===== src/sv/prd_pkg.sv =====
`timescale 1ns / 1ps
`default_nettype none

package prd_pkg;

    localparam int WINDOW_LEN = 15;
    localparam int IDX_W      = $clog2(WINDOW_LEN);

    localparam int SAMPLE_W   = 12;
    localparam int LEVEL_W    = 8;
    localparam int DIFF_W     = LEVEL_W + 1;
    localparam int THR_W      = 12;
    localparam int NUM_W      = 16;
    localparam int COUNT_W    = 16;

    localparam logic [LEVEL_W-1:0] LEVEL_TOP = 8'd232;
    localparam int LEVEL_SPAN = 227;
    localparam int SUM_MAX    = WINDOW_LEN * LEVEL_SPAN;
    localparam int SUM_W      = $clog2(SUM_MAX + 1) + 1;
    localparam int CMP_W      = (SUM_W > THR_W + 1) ? SUM_W : THR_W + 1;

    // 65536 / 18 rounded up; exact floor for every 12-bit sample
    localparam logic [SAMPLE_W-1:0] LEVEL_RECIP = 12'd3641;
    localparam int RECIP_SHIFT = 16;
    localparam int PROD_W      = 2 * SAMPLE_W;

    localparam logic [COUNT_W-1:0] COUNT_MAX = {COUNT_W{1'b1}};

    localparam logic [THR_W-1:0] THR_RESET = 12'd40;
    localparam logic [NUM_W-1:0] NUM_RESET = 16'd6000;

    localparam int CFG_IDX_W  = 1;
    localparam logic [CFG_IDX_W-1:0] CFG_THRESHOLD = 1'b0;
    localparam logic [CFG_IDX_W-1:0] CFG_NUMERATOR = 1'b1;

    localparam int DIV_CNT_W = $clog2(NUM_W + 1);

    typedef struct packed {
        logic             start;
        logic [NUM_W-1:0] dividend;
        logic [NUM_W-1:0] divisor;
    } div_req_t;

    typedef struct packed {
        logic             done;
        logic [NUM_W-1:0] quotient;
    } div_rsp_t;

endpackage

`default_nettype wire


===== src/sv/prd_ram.sv =====
`timescale 1ns / 1ps
`default_nettype none

module prd_ram #(
    parameter int DEPTH = 16,
    parameter int WIDTH = 8
) (
    input  wire                     clk,
    input  wire                     we,
    input  wire [$clog2(DEPTH)-1:0] waddr,
    input  wire [WIDTH-1:0]         wdata,
    input  wire                     re,
    input  wire [$clog2(DEPTH)-1:0] raddr,
    output logic [WIDTH-1:0]        rdata
);

    logic [WIDTH-1:0] mem [DEPTH];

    always_ff @(posedge clk)
    begin
        if (we)
        begin
            mem[waddr] <= wdata;
        end
    end

    always_ff @(posedge clk)
    begin
        if (re)
        begin
            rdata <= mem[raddr];
        end
    end

endmodule

`default_nettype wire


===== src/sv/prd_div.sv =====
`timescale 1ns / 1ps
`default_nettype none

module prd_div
    import prd_pkg::*;
(
    input  wire      clk,
    input  wire      rst_n,
    input  div_req_t req,
    output div_rsp_t rsp
);

    logic                 busy_reg;
    logic                 done_reg;
    logic [DIV_CNT_W-1:0] cnt_reg;
    logic [NUM_W-1:0]     quo_reg;
    logic [NUM_W-1:0]     rem_reg;
    logic [NUM_W-1:0]     dvs_reg;

    logic [NUM_W:0]       rem_sh;
    logic [NUM_W:0]       trial;

    assign rem_sh = {rem_reg, quo_reg[NUM_W-1]};
    assign trial  = rem_sh - {1'b0, dvs_reg};

    always_ff @(posedge clk or negedge rst_n)
    begin
        if (!rst_n)
        begin
            busy_reg <= 1'b0;
            done_reg <= 1'b0;
            cnt_reg  <= '0;
        end
        else
        begin
            done_reg <= 1'b0;
            if (req.start)
            begin
                busy_reg <= 1'b1;
                cnt_reg  <= DIV_CNT_W'(NUM_W);
            end
            else if (busy_reg)
            begin
                cnt_reg <= cnt_reg - 1'b1;
                if (cnt_reg == DIV_CNT_W'(1))
                begin
                    busy_reg <= 1'b0;
                    done_reg <= 1'b1;
                end
            end
        end
    end

    always_ff @(posedge clk)
    begin
        if (req.start)
        begin
            quo_reg <= req.dividend;
            rem_reg <= '0;
            dvs_reg <= req.divisor;
        end
        else if (busy_reg)
        begin
            if (!trial[NUM_W])
            begin
                rem_reg <= trial[NUM_W-1:0];
            end
            else
            begin
                rem_reg <= rem_sh[NUM_W-1:0];
            end
            quo_reg <= {quo_reg[NUM_W-2:0], ~trial[NUM_W]};
        end
    end

    assign rsp.done     = done_reg;
    assign rsp.quotient = quo_reg;

endmodule

`default_nettype wire


===== src/sv/pulse_rate_detector.sv =====
`timescale 1ns / 1ps
`default_nettype none

// Port group    | Handshake            | Payload
// --------------+----------------------+--------------------------------------
// cfg           | cfg_we               | cfg_index, cfg_data
// in            | in_valid / in_stall  | adc_sample
// out           | out_valid / out_stall| rate_valid, rate, level, pulse_active
//
// One transaction at a time: the result reaches the output register through the
// LEVEL, UPDATE, DECIDE and OUT states, with DIV before OUT when an onset runs
// the 16-step shift-subtract divider; the next sample is taken in IDLE again.
// The difference ring sits in a 15-entry RAM with a registered read port;
// per-entry valid flops make unwritten entries read as zero, so no clear pass.
// rst_n is asynchronous; configuration returns to threshold 40, numerator 6000.
// in_stall is high while a transaction is in work; a result waits in the
// output register under out_stall while the next sample is already taken.

module pulse_rate_detector
    import prd_pkg::*;
(
    input  wire                  clk,
    input  wire                  rst_n,
    input  wire                  cfg_we,
    input  wire [CFG_IDX_W-1:0]  cfg_index,
    input  wire [NUM_W-1:0]      cfg_data,
    input  wire                  in_valid,
    output logic                 in_stall,
    input  wire [SAMPLE_W-1:0]   adc_sample,
    output logic                 out_valid,
    input  wire                  out_stall,
    output logic                 rate_valid,
    output logic [NUM_W-1:0]     rate,
    output logic [LEVEL_W-1:0]   level,
    output logic                 pulse_active
);

    localparam logic [2:0] S_IDLE   = 3'd0;
    localparam logic [2:0] S_LEVEL  = 3'd1;
    localparam logic [2:0] S_UPDATE = 3'd2;
    localparam logic [2:0] S_DECIDE = 3'd3;
    localparam logic [2:0] S_DIV    = 3'd4;
    localparam logic [2:0] S_OUT    = 3'd5;

    logic [2:0]              state_reg;
    logic [2:0]              state_next;

    logic [THR_W-1:0]        thr_reg;
    logic [NUM_W-1:0]        num_reg;

    logic [SAMPLE_W-1:0]     sample_reg;
    logic [LEVEL_W-1:0]      level_reg;
    logic [LEVEL_W-1:0]      prev_reg;
    logic                    primed_reg;
    logic                    prime_step_reg;
    logic [IDX_W-1:0]        idx_reg;
    logic [WINDOW_LEN-1:0]   ring_vld_reg;
    logic signed [SUM_W-1:0] total_reg;
    logic                    flag_reg;
    logic [COUNT_W-1:0]      count_reg;
    logic                    res_valid_reg;
    logic [NUM_W-1:0]        res_rate_reg;

    logic                    out_valid_reg;
    logic                    rate_valid_reg;
    logic [NUM_W-1:0]        rate_reg;
    logic [LEVEL_W-1:0]      out_level_reg;
    logic                    pulse_reg;

    logic                    in_accept;
    logic                    out_load;
    logic [PROD_W-1:0]       prod;
    logic [LEVEL_W-1:0]      level_calc;
    logic [DIFF_W-1:0]       diff;
    logic [DIFF_W-1:0]       ram_rdata;
    logic [DIFF_W-1:0]       old_diff;
    logic signed [SUM_W-1:0] total_next;
    logic signed [CMP_W-1:0] total_x;
    logic signed [CMP_W-1:0] thr_x;
    logic                    above;
    logic                    ram_we;
    logic [IDX_W-1:0]        idx_next;
    div_req_t                div_req;
    div_rsp_t                div_rsp;

    assign in_stall   = (state_reg != S_IDLE);
    assign in_accept  = in_valid && !in_stall;
    assign out_load   = (state_reg == S_OUT) && (!out_valid_reg || !out_stall);

    assign prod       = sample_reg * PROD_W'(LEVEL_RECIP);
    assign level_calc = LEVEL_TOP - prod[RECIP_SHIFT +: LEVEL_W];

    assign diff       = {1'b0, level_reg} - {1'b0, prev_reg};
    assign old_diff   = ring_vld_reg[idx_reg] ? ram_rdata : '0;
    assign total_next = total_reg - SUM_W'($signed(old_diff)) + SUM_W'($signed(diff));
    assign ram_we     = (state_reg == S_UPDATE) && primed_reg;
    assign idx_next   = (idx_reg == IDX_W'(WINDOW_LEN - 1)) ? '0 : idx_reg + 1'b1;

    assign total_x    = CMP_W'(total_reg);
    assign thr_x      = $signed(CMP_W'(thr_reg));
    assign above      = (total_x >= thr_x);

    assign div_req.start    = (state_reg == S_DECIDE) && !prime_step_reg && !flag_reg
                              && above && (count_reg != '0);
    assign div_req.dividend = num_reg;
    assign div_req.divisor  = count_reg;

    prd_ram #(
        .DEPTH (WINDOW_LEN),
        .WIDTH (DIFF_W)
    ) u_ring (
        .clk   (clk),
        .we    (ram_we),
        .waddr (idx_reg),
        .wdata (diff),
        .re    (in_accept),
        .raddr (idx_reg),
        .rdata (ram_rdata)
    );

    prd_div u_div (
        .clk   (clk),
        .rst_n (rst_n),
        .req   (div_req),
        .rsp   (div_rsp)
    );

    always_comb
    begin
        state_next = state_reg;
        unique case (state_reg)
            S_IDLE:
            begin
                if (in_accept)
                begin
                    state_next = S_LEVEL;
                end
            end
            S_LEVEL:  state_next = S_UPDATE;
            S_UPDATE: state_next = S_DECIDE;
            S_DECIDE:
            begin
                if (div_req.start)
                begin
                    state_next = S_DIV;
                end
                else
                begin
                    state_next = S_OUT;
                end
            end
            S_DIV:
            begin
                if (div_rsp.done)
                begin
                    state_next = S_OUT;
                end
            end
            S_OUT:
            begin
                if (out_load)
                begin
                    state_next = S_IDLE;
                end
            end
            default:  state_next = S_IDLE;
        endcase
    end

    always_ff @(posedge clk or negedge rst_n)
    begin
        if (!rst_n)
        begin
            state_reg      <= S_IDLE;
            thr_reg        <= THR_RESET;
            num_reg        <= NUM_RESET;
            prev_reg       <= '0;
            primed_reg     <= 1'b0;
            prime_step_reg <= 1'b0;
            idx_reg        <= '0;
            ring_vld_reg   <= '0;
            total_reg      <= '0;
            flag_reg       <= 1'b0;
            count_reg      <= '0;
            out_valid_reg  <= 1'b0;
        end
        else
        begin
            state_reg <= state_next;

            if (cfg_we)
            begin
                unique case (cfg_index)
                    CFG_THRESHOLD: thr_reg <= cfg_data[THR_W-1:0];
                    CFG_NUMERATOR: num_reg <= cfg_data;
                    default:       ;
                endcase
            end

            if (state_reg == S_UPDATE)
            begin
                prev_reg       <= level_reg;
                prime_step_reg <= !primed_reg;
                primed_reg     <= 1'b1;
                if (primed_reg)
                begin
                    total_reg             <= total_next;
                    ring_vld_reg[idx_reg] <= 1'b1;
                    idx_reg               <= idx_next;
                end
            end

            if ((state_reg == S_DECIDE) && !prime_step_reg)
            begin
                if (!flag_reg && above)
                begin
                    flag_reg  <= 1'b1;
                    count_reg <= '0;
                end
                else
                begin
                    if (!above)
                    begin
                        flag_reg <= 1'b0;
                    end
                    if (count_reg != COUNT_MAX)
                    begin
                        count_reg <= count_reg + 1'b1;
                    end
                end
            end

            if (out_load)
            begin
                out_valid_reg <= 1'b1;
            end
            else if (!out_stall)
            begin
                out_valid_reg <= 1'b0;
            end
        end
    end

    always_ff @(posedge clk)
    begin
        if (in_accept)
        begin
            sample_reg <= adc_sample;
        end

        if (state_reg == S_LEVEL)
        begin
            level_reg <= level_calc;
        end

        if (state_reg == S_DECIDE)
        begin
            res_valid_reg <= div_req.start;
            res_rate_reg  <= '0;
        end
        else if ((state_reg == S_DIV) && div_rsp.done)
        begin
            res_rate_reg <= div_rsp.quotient;
        end

        if (out_load)
        begin
            rate_valid_reg <= res_valid_reg;
            rate_reg       <= res_rate_reg;
            out_level_reg  <= level_reg;
            pulse_reg      <= flag_reg;
        end
    end

    assign out_valid    = out_valid_reg;
    assign rate_valid   = rate_valid_reg;
    assign rate         = rate_reg;
    assign level        = out_level_reg;
    assign pulse_active = pulse_reg;

endmodule

`default_nettype wire


===== config.mk =====
export PLATFORM = sky130hd
export DESIGN_NAME = pulse_rate_detector
export DESIGN_NICKNAME = d
export VERILOG_FILES = /design/src/sv/prd_pkg.sv /design/src/sv/prd_ram.sv /design/src/sv/prd_div.sv /design/src/sv/pulse_rate_detector.sv
export SDC_FILE = /design/constraint.sdc
export NUM_CORES = 1
export LEC_CHECK = 0
export ABC_AREA = 1
export BUFFER_PORTS_ARGS = -buffer_cell sky130_fd_sc_hd__buf_2
export CAP_MARGIN = 20
export CORE_ASPECT_RATIO = 0.8
export CORE_MARGIN = 1.5
export CORE_UTILIZATION = 55
export CTS_CLUSTER_DIAMETER = 100
export DETAILED_ROUTE_END_ITERATION = 16
export PLACE_DENSITY = 0.68
export SLEW_MARGIN = 20
export SYNTH_ARGS = -nofsm -noshare
export SYNTH_HDL_FRONTEND = slang
export SYNTH_SLANG_ARGS = --single-unit

===== constraint.sdc =====
create_clock -name clk -period 6.17 [get_ports clk]
set_input_delay 0.617 -clock clk [delete_from_list [all_inputs] [get_ports clk]]
set_output_delay 0.617 -clock clk [all_outputs]
set_load 0.01 [all_outputs]

Yosys cells after proc, flatten, opt, wreduce, memory -nomap -nowiden
Memories as Yosys holds them, arrays and structs flattened. A register that Yosys moved wholly into a read port is not among the register bits. Index checks and enable logic that the tools add are counted. Widths: inputs -> output; s select.

$mul: 1. Reduce and logical (&&, ||, !) cells: 28. Bitwise operators: 3. $lt $le $gt $ge: 3. Equal/unequal tests: 13. Multiplexer cells: 30. Add/subtract/negate cells: 8.

Operator list (number): $mux 16 (5); $mul 12x12->24 const B (1); $pmux 3 s6 (1); $sub 17x16->17 (1); $add 16x1->16 const B (1); $ne 16x16->1 const B (1); $reduce_bool 16->1 (1); $mux 1 (15); $or 15x15->15 (1); $add 13x9->13 (1); $ge 13x13->1 (1); $sub 13x9->13 (1); $logic_and 1x1->1 (10); $mux 5 (2); $reduce_and 2->1 (5); $mux 3 (3); $mux 9 (1); $sub 8x8->9 (1); $sub 8x8->8 const A (1); $eq 3x2->1 const B (2); $eq 3x3->1 const B (2); $logic_not 1->1 (6); $ne 2x1->1 const B (3); $eq 5x1->1 const B (1); other kinds (16) (19).

Logic and storage cells: 113. Input port bits: 34. Register bits: 209. Output and inout port bits: 28. Bits in writable memories: 135. Memories: 1.

Memories: u_ring.mem (words 15, bits a word 9, rd ports 1, clocked after memory_dff 1, wr ports 1, RTL line prd_ram.sv:17) `logic [WIDTH-1:0] mem [DEPTH];`.

Longest topological paths before layout
Word-level depth: 7. Depth in mapped cells: 27. Depth with buffers taken out: 26.

By module
A second synthesis with hierarchy kept.

Cell total of the unflattened synthesis: 2171. Area total of the unflattened synthesis: 19566.3 um2.

Modules (own cells, without submodules): pulse_rate_detector (seq. area each 4020.1 um2, times used 1, area an instance 10053.4 um2, cells an instance 1138); prd_ram (seq. area each 4324.1 um2, times used 1, area an instance 6115.9 um2, cells an instance 572); prd_div (seq. area each 1456.4 um2, times used 1, area an instance 3397.0 um2, cells an instance 461).

Least setup slack after synthesis
OpenSTA, ideal clock, no wires.

Path type: reg-to-reg. Start point: reg sample_reg[3]. End point: reg level_reg[6], data pin. Data required time: 5.918 ns. Stages on the path, launching flop included: 27. Setup time: 0.252 ns. Arrival time: 4.488 ns. Buffers on the path: 0. Path slack: 1.430 ns. Period minus slack after synthesis: 4.740 ns. Path through: edfxtp_1 > fa_1 > ha_1 > inv_1 > fa_1 > inv_1 > fa_1 > inv_1 > fa_1 > inv_1 > ha_1 > nand2_1 > inv_1 > nand2_1 > nor2_1 > nand2_1 > nand3_1 > nand2_1 > nand2_1 > inv_1 > ha_1 > nand3_1 > nand2_1 > nand2_1 > nand2_1 > nand2_1 > nand2_1.

Word-level cells in the longest chain between the ends: 2.

Ends and longest elaborated chain: start, declared (RTL line pulse_rate_detector.sv:51) `logic [SAMPLE_W-1:0] sample_reg;`; start signal, assigned (RTL line pulse_rate_detector.sv:248) `sample_reg <= adc_sample;`; $mul 12x12->24 (RTL line pulse_rate_detector.sv:90) `assign prod = sample_reg * PROD_W'(LEVEL_RECIP);`; $sub 8x8->8 (RTL line pulse_rate_detector.sv:91) `assign level_calc = LEVEL_TOP - prod[RECIP_SHIFT +: LEVEL_W];`; net level_calc[6] (RTL line pulse_rate_detector.sv:73) `logic [LEVEL_W-1:0] level_calc;`; end signal, assigned (RTL line pulse_rate_detector.sv:253) `level_reg <= level_calc;`; end, declared (RTL line pulse_rate_detector.sv:52) `logic [LEVEL_W-1:0] level_reg;`.

The timed path passes the listed nets, and every way through them passes these cells. A chain may end at the register's enable or synchronous reset.

Worst setup path after layout
Same ends and word-level chain as after synthesis.

==> reports/metrics.csv <==
metric;value;unit
dieArea;34900;um^2
cts_root_buf;clkbuf_16;
slew_headroom;29.2;%
worstSetupStartpoint;sample_reg[3];
worstPathRequired;6450;ps
ys_seq_area_share;52.8;%
final_common_cell;nand2_1;
wl_per_cell;17.9;um
cp_max_fo;4;
worstPathArrival;5340;ps
fp.dieW;208;um
cts_buffers;37;
num_rows;59;
grt_max_degree;55;
cts_tree;built;
avgSynthCellArea;10.0;um^2
grt_first_pass_wirelength;68600;um
fmaxAchievable;198;MHz
grt_pass1_vias;12800;
synth_area;18600;um^2
mostFrequentLayoutCells;nand2_1, inv_1, edfxtp_1;
rsz0062_at_grt;false;
fp.coreArea;32900;um^2
synth_edf_count;223;
fin_setup_tns;0;ps
ctsLongestPathBuffers;3;
clock_sinks;353;
htree_levels;2;
grt_use_total;25.1;%
postSynthNetCount;2057;
final_antenna_net_count;0;
regMostFlops;u_ring.mem;
place.gp.congestion;0.961;
slew_violations;0;
drive_gt1_share;9.97;%
hold_path_class;input port to asynchronous set/reset pin;
finalSetupViolations;0;
worst_slack;1110;ps
yosys_warnings;0;
io_pins;62;
yosysUniqueCellTypes;51;
worst-setup-path-type;register to register;
cp-end-kind;register;
viasPerCell;5.49;
clkLatencyLatePin;540;ps
initial_core_util;56.5;%
largest_reg_flops;135;
synth_seq_cells;353;
hold_buffers;0;
fin_crit;5060;ps
synth_ff_type;edfxtp_1;
antenna_found_initial;1;
die_h;167;um
synthCells;1855;
startpoint_type;register;
area_delta_synth_final;10.5;%
final_hold_viol_count;0;
port_buffers;61;
async_reset_ff_share;27.8;%
status;completed;
tightest_slew;1060;ps
wl;42400;um
gr-total-overflow;0;
clock_skew;18.4;ps
final_nets;2119;
place_ws;1140;ps
dp.final_hpwl;30100;um
path_clk_slew;60;ps
drc;0;
dr.pass1.iters;7;
finalCritPeriodShare;82.0;%
vias;13000;
cap_violations;0;
post_cts_buffers;0;
cts_resized;0;
drtIter0Drc;1292;
rr_startpoint;sample_reg[3];
## layout make-up
type | count | area, um^2
inverters | 266 | 998
clock buffers | 46 | 981
well taps | 427 | 534
repair buffers | 69 | 368
clock inverters | 21 | 277
diodes | 1 | 2.50
flip-flops and latches | 353 | 9800
fillers | 2673 | 12300
multi-input cells | 1190 | 7560
## through the flow
| step | hold slack, ps | cells | instance area (um^2) | utilization (%) |
|---|---|---|---|---|
| 2_1_floorplan | 321 | 1855 | 18600 | - |
| 4_1_cts | 119 | 2372 | 20500 | 62.4 |
| 3_5_place_dp | 410 | 2305 | 19300 | 58.6 |
| 6_report | 101 | 2373 | 20500 | 62.5 |
| 3_3_place_gp | 408 | 2305 | 19300 | 58.6 |
| 5_1_grt | 145 | 2372 | 20500 | 62.5 |
## worst max-delay path: stages, from the launching register on
cell	delay, ps
edfxtp_1	500
fa_1	560
ha_1	330
inv_1	70
fa_1	530
inv_1	50
fa_1	530
inv_1	50
fa_1	530
inv_1	40
ha_1	310
a21oi_1	210
nand2_1	90
a21oi_1	180
nand2_1	100
nand2_1	60
nand2_1	70
ha_1	200
nand3_1	80
nand2_1	80
nand2_1	90
nand2_1	50
nand2_1	50
nand2_1	40
## metal layers
layer  routed length, um  global-route usage [%]  vias up
met2               19200                    39.4      397
li1                    -                       -     6339
met4                1140                    7.71        0
met5                   0                       0        -
met3                2640                    4.63       78
met1               19500                    35.5     6207
## Yosys cell counts (9+ instances only)
cell	number	area, um^2
nand2_1	415	1560
inv_1	259	972
edfxtp_1	223	6700
ha_1	125	1560
a21oi_1	103	515
nand3_1	94	470
o21ai_0	92	460
dfrtp_1	89	2230
nor2_1	87	327
a22oi_1	43	323
fa_1	43	861
xor2_1	33	289
dfxtp_1	32	641
clkbuf_1	22	82.6
or2_2	20	125
xnor2_1	17	149
nor3_1	14	70.1
buf_2	12	60.1
dfstp_2	9	236
nand4_1	9	56.3
## cell families after synthesis
group	count (synthesis)	share of synthesized area (%)
adders and majority gates	168	13.1
xor gates and xnor gates	50	2.36
AOI/OAI and AO/OA	290	9.09
buffers and inverters	312	6.66
muxes	4	0.243
DFF	353	52.8
and+or+nand+nor	678	15.8
## path summary, 6_finish.rpt
path                                   end  slack [ps]  cells past startpoint
max                           level_reg[6]        1110                     23
min                            num_reg[14]         100                      1
max reg2reg                   level_reg[6]        1110                     23
min reg2reg                     rate_valid         420                      0
max in group asynchronous  ring_vld_reg[1]        4890                      2
min in group clk             sample_reg[9]         260                      1
Power is left out: the tool's default activity adds up to more than one toggle a clock period on the data nets, which glitch-free logic cannot reach.
